$ cat config.mk
export PLATFORM = sky130hd
export DESIGN_NAME = murmur3_hash_engine_core
export DESIGN_NICKNAME = d
export VERILOG_FILES = /design/src/rtl/core/mh3_pkg.sv /design/src/rtl/core/mh3_front.sv /design/src/rtl/core/mh3_fifo.sv /design/src/rtl/core/mh3_back.sv /design/src/rtl/core/murmur3_hash_engine_core.sv
export SDC_FILE = /design/constraint.sdc
export NUM_CORES = 2
export LEC_CHECK = 0
export BUFFER_PORTS_ARGS = -buffer_cell sky130_fd_sc_hd__buf_2
export CORE_MARGIN = 4
export CORE_UTILIZATION = 35
export DETAILED_ROUTE_END_ITERATION = 16
export GPL_TIMING_DRIVEN = 0
export PLACE_DENSITY = 0.58
export SYNTH_ARGS = -nofsm -noshare
export SYNTH_HDL_FRONTEND = slang
export SYNTH_HIERARCHICAL = 1
export SYNTH_SLANG_ARGS = --single-unit
export TNS_END_PERCENT = 10
$ cat constraint.sdc
create_clock -name clk -period 7.81 [get_ports clk]
set_input_delay 0.781 -clock clk [delete_from_list [all_inputs] [get_ports clk]]
set_output_delay 0.781 -clock clk [all_outputs]
set_load 0.03 [all_outputs]
$ cat src/rtl/core/mh3_pkg.sv
package mh3_pkg;

  localparam logic [31:0] MIX_C1  = 32'hcc9e2d51;
  localparam logic [31:0] MIX_C2  = 32'h1b873593;
  localparam logic [31:0] MIX_N   = 32'he6546b64;
  localparam logic [31:0] FIN_F1  = 32'h85ebca6b;
  localparam logic [31:0] FIN_F2  = 32'hc2b2ae35;

  localparam int unsigned QDEPTH = 4;
  localparam int unsigned QAW    = $clog2(QDEPTH);

  typedef enum logic [1:0] {
    KIND_NONE,
    KIND_TAIL,
    KIND_BODY
  } word_kind_t;

  typedef struct packed {
    logic [31:0] k;
    word_kind_t  kind;
    logic        last;
    logic [2:0]  nbytes;
  } mix_item_t;

  typedef enum logic [1:0] {
    BK_RUN,
    BK_FIN1,
    BK_FIN2,
    BK_EMIT
  } back_state_t;

endpackage

$ cat src/rtl/core/mh3_front.sv
module mh3_front (
  input  logic               clk,
  input  logic               rst_n,
  input  logic               in_push,
  output logic               in_full,
  input  logic [31:0]        in_key_word,
  input  logic [2:0]         in_valid_bytes,
  input  logic               in_last_word,
  input  logic               q_full,
  output logic               q_push,
  output mh3_pkg::mix_item_t q_item
);

  logic                s1_valid_r, s1_valid_nxt;
  logic [31:0]         s1_prod_r, s1_prod_nxt;
  mh3_pkg::word_kind_t s1_kind_r, s1_kind_nxt;
  logic                s1_last_r, s1_last_nxt;
  logic [2:0]          s1_nbytes_r, s1_nbytes_nxt;
  logic                s2_valid_r, s2_valid_nxt;
  mh3_pkg::mix_item_t  s2_item_r, s2_item_nxt;

  logic        advance;
  logic [2:0]  nbytes;
  logic [31:0] masked;
  logic [31:0] rot15;

  // Whole front moves together; it holds while the queue is full.
  assign advance = !q_full;
  assign in_full = q_full;
  assign q_push  = s2_valid_r && advance;
  assign q_item  = s2_item_r;

  always_comb begin
    // Valid byte count only matters on the last word; 5..7 saturate to 4.
    if (!in_last_word || in_valid_bytes[2]) begin
      nbytes = 3'd4;
    end else begin
      nbytes = in_valid_bytes;
    end

    unique case (nbytes)
      3'd1:    masked = {24'd0, in_key_word[7:0]};
      3'd2:    masked = {16'd0, in_key_word[15:0]};
      3'd3:    masked = {8'd0, in_key_word[23:0]};
      default: masked = in_key_word;
    endcase

    s1_valid_nxt  = s1_valid_r;
    s1_prod_nxt   = s1_prod_r;
    s1_kind_nxt   = s1_kind_r;
    s1_last_nxt   = s1_last_r;
    s1_nbytes_nxt = s1_nbytes_r;
    s2_valid_nxt  = s2_valid_r;
    s2_item_nxt   = s2_item_r;

    rot15 = {s1_prod_r[16:0], s1_prod_r[31:17]};

    if (advance) begin
      s1_valid_nxt  = in_push;
      s1_prod_nxt   = masked * mh3_pkg::MIX_C1;
      s1_last_nxt   = in_last_word;
      s1_nbytes_nxt = nbytes;
      if (nbytes == 3'd4) begin
        s1_kind_nxt = mh3_pkg::KIND_BODY;
      end else if (nbytes == 3'd0) begin
        s1_kind_nxt = mh3_pkg::KIND_NONE;
      end else begin
        s1_kind_nxt = mh3_pkg::KIND_TAIL;
      end

      s2_valid_nxt       = s1_valid_r;
      s2_item_nxt.k      = rot15 * mh3_pkg::MIX_C2;
      s2_item_nxt.kind   = s1_kind_r;
      s2_item_nxt.last   = s1_last_r;
      s2_item_nxt.nbytes = s1_nbytes_r;
    end
  end

  always_ff @(posedge clk) begin
    if (!rst_n) begin
      s1_valid_r <= 1'b0;
      s2_valid_r <= 1'b0;
    end else begin
      s1_valid_r <= s1_valid_nxt;
      s2_valid_r <= s2_valid_nxt;
    end
    s1_prod_r   <= s1_prod_nxt;
    s1_kind_r   <= s1_kind_nxt;
    s1_last_r   <= s1_last_nxt;
    s1_nbytes_r <= s1_nbytes_nxt;
    s2_item_r   <= s2_item_nxt;
  end

endmodule

$ cat src/rtl/core/mh3_fifo.sv
module mh3_fifo (
  input  logic               clk,
  input  logic               rst_n,
  input  logic               push,
  input  mh3_pkg::mix_item_t push_item,
  output logic               full,
  input  logic               pop,
  output mh3_pkg::mix_item_t pop_item,
  output logic               empty
);

  mh3_pkg::mix_item_t        mem_r [mh3_pkg::QDEPTH];
  logic [mh3_pkg::QAW:0]     wr_ptr_r, wr_ptr_nxt;
  logic [mh3_pkg::QAW:0]     rd_ptr_r, rd_ptr_nxt;

  assign empty    = (wr_ptr_r == rd_ptr_r);
  assign full     = (wr_ptr_r[mh3_pkg::QAW] != rd_ptr_r[mh3_pkg::QAW]) &&
                    (wr_ptr_r[mh3_pkg::QAW-1:0] == rd_ptr_r[mh3_pkg::QAW-1:0]);
  assign pop_item = mem_r[rd_ptr_r[mh3_pkg::QAW-1:0]];

  always_comb begin
    wr_ptr_nxt = wr_ptr_r;
    rd_ptr_nxt = rd_ptr_r;
    if (push && !full) begin
      wr_ptr_nxt = wr_ptr_r + 1'b1;
    end
    if (pop && !empty) begin
      rd_ptr_nxt = rd_ptr_r + 1'b1;
    end
  end

  always_ff @(posedge clk) begin
    if (!rst_n) begin
      wr_ptr_r <= '0;
      rd_ptr_r <= '0;
    end else begin
      wr_ptr_r <= wr_ptr_nxt;
      rd_ptr_r <= rd_ptr_nxt;
    end
    if (push && !full) begin
      mem_r[wr_ptr_r[mh3_pkg::QAW-1:0]] <= push_item;
    end
  end

endmodule

$ cat src/rtl/core/mh3_back.sv
module mh3_back (
  input  logic               clk,
  input  logic               rst_n,
  input  logic [31:0]        seed,
  input  mh3_pkg::mix_item_t q_item,
  input  logic               q_empty,
  output logic               q_pop,
  input  logic               out_pop,
  output logic               out_valid,
  output logic [31:0]        out_hash
);

  mh3_pkg::back_state_t state_r, state_nxt;
  logic [31:0] hash_r, hash_nxt;
  logic [31:0] len_r, len_nxt;
  logic        start_r, start_nxt;
  logic [31:0] fin_r, fin_nxt;
  logic        out_valid_r, out_valid_nxt;
  logic [31:0] out_hash_r, out_hash_nxt;

  logic [31:0] h_in, len_in, hx, hr, h_body, h_mixed, len_sum;
  logic [31:0] av1, av2;

  assign out_valid = out_valid_r;
  assign out_hash  = out_hash_r;

  always_comb begin
    // Seed and length restart on the first word of every key.
    h_in    = start_r ? seed : hash_r;
    len_in  = start_r ? 32'd0 : len_r;
    hx      = h_in ^ q_item.k;
    hr      = {hx[18:0], hx[31:19]};
    h_body  = (hr << 2) + hr + mh3_pkg::MIX_N;
    len_sum = len_in + {29'd0, q_item.nbytes};
    av1     = fin_r ^ (fin_r >> 16);
    av2     = fin_r ^ (fin_r >> 13);

    unique case (q_item.kind)
      mh3_pkg::KIND_BODY: h_mixed = h_body;
      mh3_pkg::KIND_TAIL: h_mixed = hx;
      default:            h_mixed = h_in;
    endcase

    state_nxt     = state_r;
    hash_nxt      = hash_r;
    len_nxt       = len_r;
    start_nxt     = start_r;
    fin_nxt       = fin_r;
    out_valid_nxt = out_valid_r && !out_pop;
    out_hash_nxt  = out_hash_r;
    q_pop         = 1'b0;

    unique case (state_r)
      mh3_pkg::BK_RUN: begin
        if (!q_empty) begin
          q_pop = 1'b1;
          if (q_item.last) begin
            fin_nxt   = h_mixed ^ len_sum;
            start_nxt = 1'b1;
            state_nxt = mh3_pkg::BK_FIN1;
          end else begin
            hash_nxt  = h_body;
            len_nxt   = len_sum;
            start_nxt = 1'b0;
          end
        end
      end
      mh3_pkg::BK_FIN1: begin
        fin_nxt   = av1 * mh3_pkg::FIN_F1;
        state_nxt = mh3_pkg::BK_FIN2;
      end
      mh3_pkg::BK_FIN2: begin
        fin_nxt   = av2 * mh3_pkg::FIN_F2;
        state_nxt = mh3_pkg::BK_EMIT;
      end
      mh3_pkg::BK_EMIT: begin
        if (!out_valid_r || out_pop) begin
          out_valid_nxt = 1'b1;
          out_hash_nxt  = fin_r ^ (fin_r >> 16);
          state_nxt     = mh3_pkg::BK_RUN;
        end
      end
      default: state_nxt = mh3_pkg::BK_RUN;
    endcase
  end

  always_ff @(posedge clk) begin
    if (!rst_n) begin
      state_r     <= mh3_pkg::BK_RUN;
      hash_r      <= '0;
      len_r       <= '0;
      start_r     <= 1'b1;
      out_valid_r <= 1'b0;
    end else begin
      state_r     <= state_nxt;
      hash_r      <= hash_nxt;
      len_r       <= len_nxt;
      start_r     <= start_nxt;
      out_valid_r <= out_valid_nxt;
    end
    fin_r      <= fin_nxt;
    out_hash_r <= out_hash_nxt;
  end

endmodule

$ cat src/rtl/core/murmur3_hash_engine_core.sv
// MurmurHash3 x86_32 engine. Push a key as little-endian 32-bit words; mark the
// final word with in_last_word and give its byte count (0..4) in in_valid_bytes.
// The running-hash update in the back end (xor, rotate, multiply by five, add)
// accepts one non-final word per clock while in BK_RUN and the queue holds one.
// A final word holds the back end for two avalanche multiplies (BK_FIN1,
// BK_FIN2) and the output load (BK_EMIT), which waits for any earlier hash
// to be popped. A two-stage key scrambler in front feeds a four-item queue, so
// input keeps flowing until the queue fills while a finished hash waits to be
// popped. The seed register loads cfg_hash_seed on cfg_we and is read when
// a new key starts in the back end; write it only while the engine is idle.
module murmur3_hash_engine_core (
  input  logic        clk,
  input  logic        rst_n,
  input  logic        in_push,
  output logic        in_full,
  input  logic [31:0] in_key_word,
  input  logic [2:0]  in_valid_bytes,
  input  logic        in_last_word,
  output logic        out_empty,
  input  logic        out_pop,
  output logic [31:0] out_hash_value,
  input  logic        cfg_we,
  input  logic [31:0] cfg_hash_seed
);

  logic [31:0]        seed_r, seed_nxt;
  logic               q_full, q_push, q_pop, q_empty;
  mh3_pkg::mix_item_t q_wr_item, q_rd_item;
  logic               out_valid;

  assign seed_nxt  = cfg_we ? cfg_hash_seed : seed_r;
  assign out_empty = !out_valid;

  always_ff @(posedge clk) begin
    if (!rst_n) begin
      seed_r <= '0;
    end else begin
      seed_r <= seed_nxt;
    end
  end

  mh3_front u_front (
    .clk            (clk),
    .rst_n          (rst_n),
    .in_push        (in_push),
    .in_full        (in_full),
    .in_key_word    (in_key_word),
    .in_valid_bytes (in_valid_bytes),
    .in_last_word   (in_last_word),
    .q_full         (q_full),
    .q_push         (q_push),
    .q_item         (q_wr_item)
  );

  mh3_fifo u_fifo (
    .clk       (clk),
    .rst_n     (rst_n),
    .push      (q_push),
    .push_item (q_wr_item),
    .full      (q_full),
    .pop       (q_pop),
    .pop_item  (q_rd_item),
    .empty     (q_empty)
  );

  mh3_back u_back (
    .clk       (clk),
    .rst_n     (rst_n),
    .seed      (seed_r),
    .q_item    (q_rd_item),
    .q_empty   (q_empty),
    .q_pop     (q_pop),
    .out_pop   (out_pop),
    .out_valid (out_valid),
    .out_hash  (out_hash_value)
  );

endmodule

==> impl_metrics.ini <==
[clocking]
hold_buffers = 0
worst_skew_pair.late_latency_ns = 0.65
cts_root_buf = clkbuf_16
cts_buffers = 47
clkTransAtPathRegs_ns = 0.07
clockBufferDepth = 3
cts_tree = done
h-tree-depth = 2
clock_sinks = 402

[global_routing]
antenna_found_initial = 17
grt_max_degree = 73
grt_usage_pct = 19.1
grt-ovfl-total = 0
first_global_vias = 38400
grt_first_pass_wirelength_mm = 235

[floorplan]
die_h_um = 401
dieArea_um2 = 161000
io_pins = 107
die_x_um = 401
rows = 143
start_util_pct = 35.4
core_area_um2 = 153000

[critical_path]
critical_path_arrival_ns = 7.98
rr_worst_depth = 24
cp_max_fo = 7
start_kind = flop
cp.depth = 24
path_buf_inv = 6
cp-end-kind = flop
r2r_start = u_back/fin_r[12]
crit_family = adder cells
cp_cell_sequence = xor2_4, inv_1, fa_1, inv_1, fa_1, fa_1, inv_1, fa_1, inv_1, fa_1, fa_1, fa_1, inv_1, fa_1, inv_1, ha_1, and2_1, nor2_1, nand3b_1, a211oi_2, nor2_1, xor2_1, a221oi_2, nor3_2
crit_path_max_incr_delay_ns = 0.64
worst_path_max_delay_cell = fa_1
crit_end = u_back/fin_r[28]
crit_start = u_back/fin_r[12]
r2r_slack_ns = 0.19
r2r-end = u_back/fin_r[28]
crit_required_ns = 8.17
worstSetupPathType = flop to flop
path_common_cell = fa_1

[synthesis]
synth-main-ff-cell = edfxtp_1
syn_avg_cell_area_um2 = 10.3
syn-num-nets = 6834
synth_seq_cells = 402
syn-cell-area_um2 = 54000
ys_warn_count = 6
yosysSeqAreaShare_pct = 20.3
synthArstFlopShare_pct = 0
ys_types = 106
netlist_instances = 5226
synth_edf_count = 292

[detailed_routing]
wl_mm = 154
wl_per_cell_um = 20.5
initialDrtViolationCount = 2272
drtAntennaViolNets = 0
route.detailed.drc = 0
vias = 36800
firstDrtPassIters = 7
vias_per_cell = 4.91

[sta]
skew_ns = 0.0419
slew_headroom_pct = 16.9
timing.fmax_mhz = 131
hold_viol = 0
maxSlewViolCount = 0
rsz0062_at_grt = true
fin_crit_sh_pct = 97.6
worst_slew_pin_slew_ns = 1.24
min_period_ns = 7.62
setup_violations = 0

[place]
io_buffers = 105
gp_congestion = 0.953
dpl.hpwl_mm = 130
numPlacedInstances = 7368

[status]
outcome = complete, no violations

[cells_and_area]
fillCellCount = 15100
area_delta_synth_final_pct = 11.0
drive_gt1_share_pct = 7.19
fin_cells = 7512
layout.nets = 7047

[worst_hold_path]
hold_path.class = input pin to flop

[job]
cap_violations = 0
==> worst min path at each step <==
stage,startpoint,endpoint,slack (ns),cells past startpoint
after floorplan,u_front/s1_nbytes_r[0],u_front/q_item[0],0.40,0
after global placement,u_front/s1_nbytes_r[0],u_front/q_item[0],0.40,0
after detailed placement,u_front/s1_last_r,u_front/q_item[3],0.41,0
after CTS,in_last_word,u_front/s1_last_r,0.34,1
after global routing,in_last_word,u_front/s1_last_r,0.35,1
final,in_last_word,u_front/s1_last_r,0.37,1
==> per-layer routing <==
| layer | up-vias | share of wire, % | GRT usage (%) |
|---|---|---|---|
| met5 | - | 0.027 | 0 |
| met4 | 6 | 3.6 | 5.75 |
| met3 | 234 | 5.2 | 2.49 |
| met2 | 1021 | 48 | 32.6 |
| met1 | 18400 | 43 | 25.3 |
| li1 | 17200 | - | - |
==> sequential cells by signal (all words and copies together) (netlist names), 2 cells and up, named ones only <==
register             flops
u_front/s1_nbytes_r      3
u_fifo/wr_ptr_r          3
u_front/q_item          38
u_back/fin_r            32
u_fifo/mem_r           152
u_front/s1_prod_r       32
u_back/out_hash         32
u_fifo/rd_ptr_r          3
u_back/state_r           2
u_front/s1_kind_r        2
u_back/len_r            32
u_back/hash_r           32
seed_r                  32
==> cells in the mapped netlist (16+ instances only) <==
library cell / instances / area share [%]
o21bai_1: 19 / 0.26
o21ai_0: 107 / 0.99
a22oi_1: 17 / 0.24
a21boi_0: 37 / 0.51
nand2_1: 187 / 1.3
a31oi_1: 29 / 0.34
edfxtp_1: 292 / 16
mux4_2: 38 / 1.6
nand3_1: 54 / 0.50
and2_1: 49 / 0.57
a21o_1: 47 / 0.65
xor2_1: 113 / 1.8
nor3_1: 34 / 0.31
ha_1: 807 / 19
nor2b_1: 82 / 0.95
clkbuf_1: 62 / 0.43
fa_1: 728 / 27
xnor2_1: 272 / 4.4
o22ai_1: 19 / 0.22
nand2b_1: 36 / 0.42
o211ai_1: 16 / 0.22
mux2i_1: 75 / 1.4
a21oi_1: 182 / 1.7
and3_1: 26 / 0.30
o21ai_1: 16 / 0.15
inv_1: 1378 / 9.6
nor2_1: 121 / 0.84
dfxtp_1: 110 / 4.1
o21a_1: 20 / 0.28
==> cells in the final DEF (no fill, tap or decap), types with 106 or more instances in the layout <==
| cell type | Yosys | routed |
|---|---|---|
| a21oi_1 | 182 | 182 |
| buf_2 | 9 | 113 |
| dfxtp_1 | 110 | 110 |
| edfxtp_1 | 292 | 292 |
| fa_1 | 728 | 728 |
| ha_1 | 807 | 807 |
| inv_1 | 1378 | 1375 |
| nand2_1 | 187 | 187 |
| nor2_1 | 121 | 119 |
| o21ai_0 | 107 | 106 |
| xnor2_1 | 272 | 264 |
==> per-stage QoR <==
step	hold WS (ns)	cell area (µm²)	TNS [ns]	worst slack (ns)	utilization, %
floorplan	0.400	54000	0	0.607	-
global route	0.345	60000	-0.0948	-0.0405	39.3
global placement	0.404	57100	-10.11	-1.14	37.4
finish	0.374	60000	0	0.191	39.3
detailed placement	0.406	57300	-10.02	-1.10	37.5
CTS	0.336	59400	0	0.00765	38.9
==> logic make-up after synthesis <==
group / count (synthesis) / synth area share [%]
mux: 117 / 3.06
buf+inv: 1470 / 10.4
xor+xnor: 387 / 6.31
simple gates: 677 / 6.49
compound gates: 638 / 7.75
fa+ha+maj: 1535 / 45.7
flops: 402 / 20.3
==> area by class of cell <==
cell class / instances / area (µm²) / area share, %
timing repair buffer: 164 / 1140 / 1.90
clock inverter: 31 / 400 / 0.668
buffer: 88 / 445 / 0.743
inverter: 1382 / 5190 / 8.66
clock buffer: 57 / 1250 / 2.09
multi-input combinational: 3354 / 38000 / 63.4
sequential: 402 / 11000 / 18.3
tap: 2030 / 2540 / 4.23
antenna: 4 / 10.0 / 0.0167
==> what timing repair did <==
item                                    4_1_cts  5_1_grt
endpoints found under the setup margin       17       10
pin swaps                                     0        9
buffers inserted                             19       33
gates resized for setup                      36       39
cloned                                        0        0
Power is left out: the tool's default activity adds up to more than one toggle a clock period on the data nets, which glitch-free logic cannot reach.
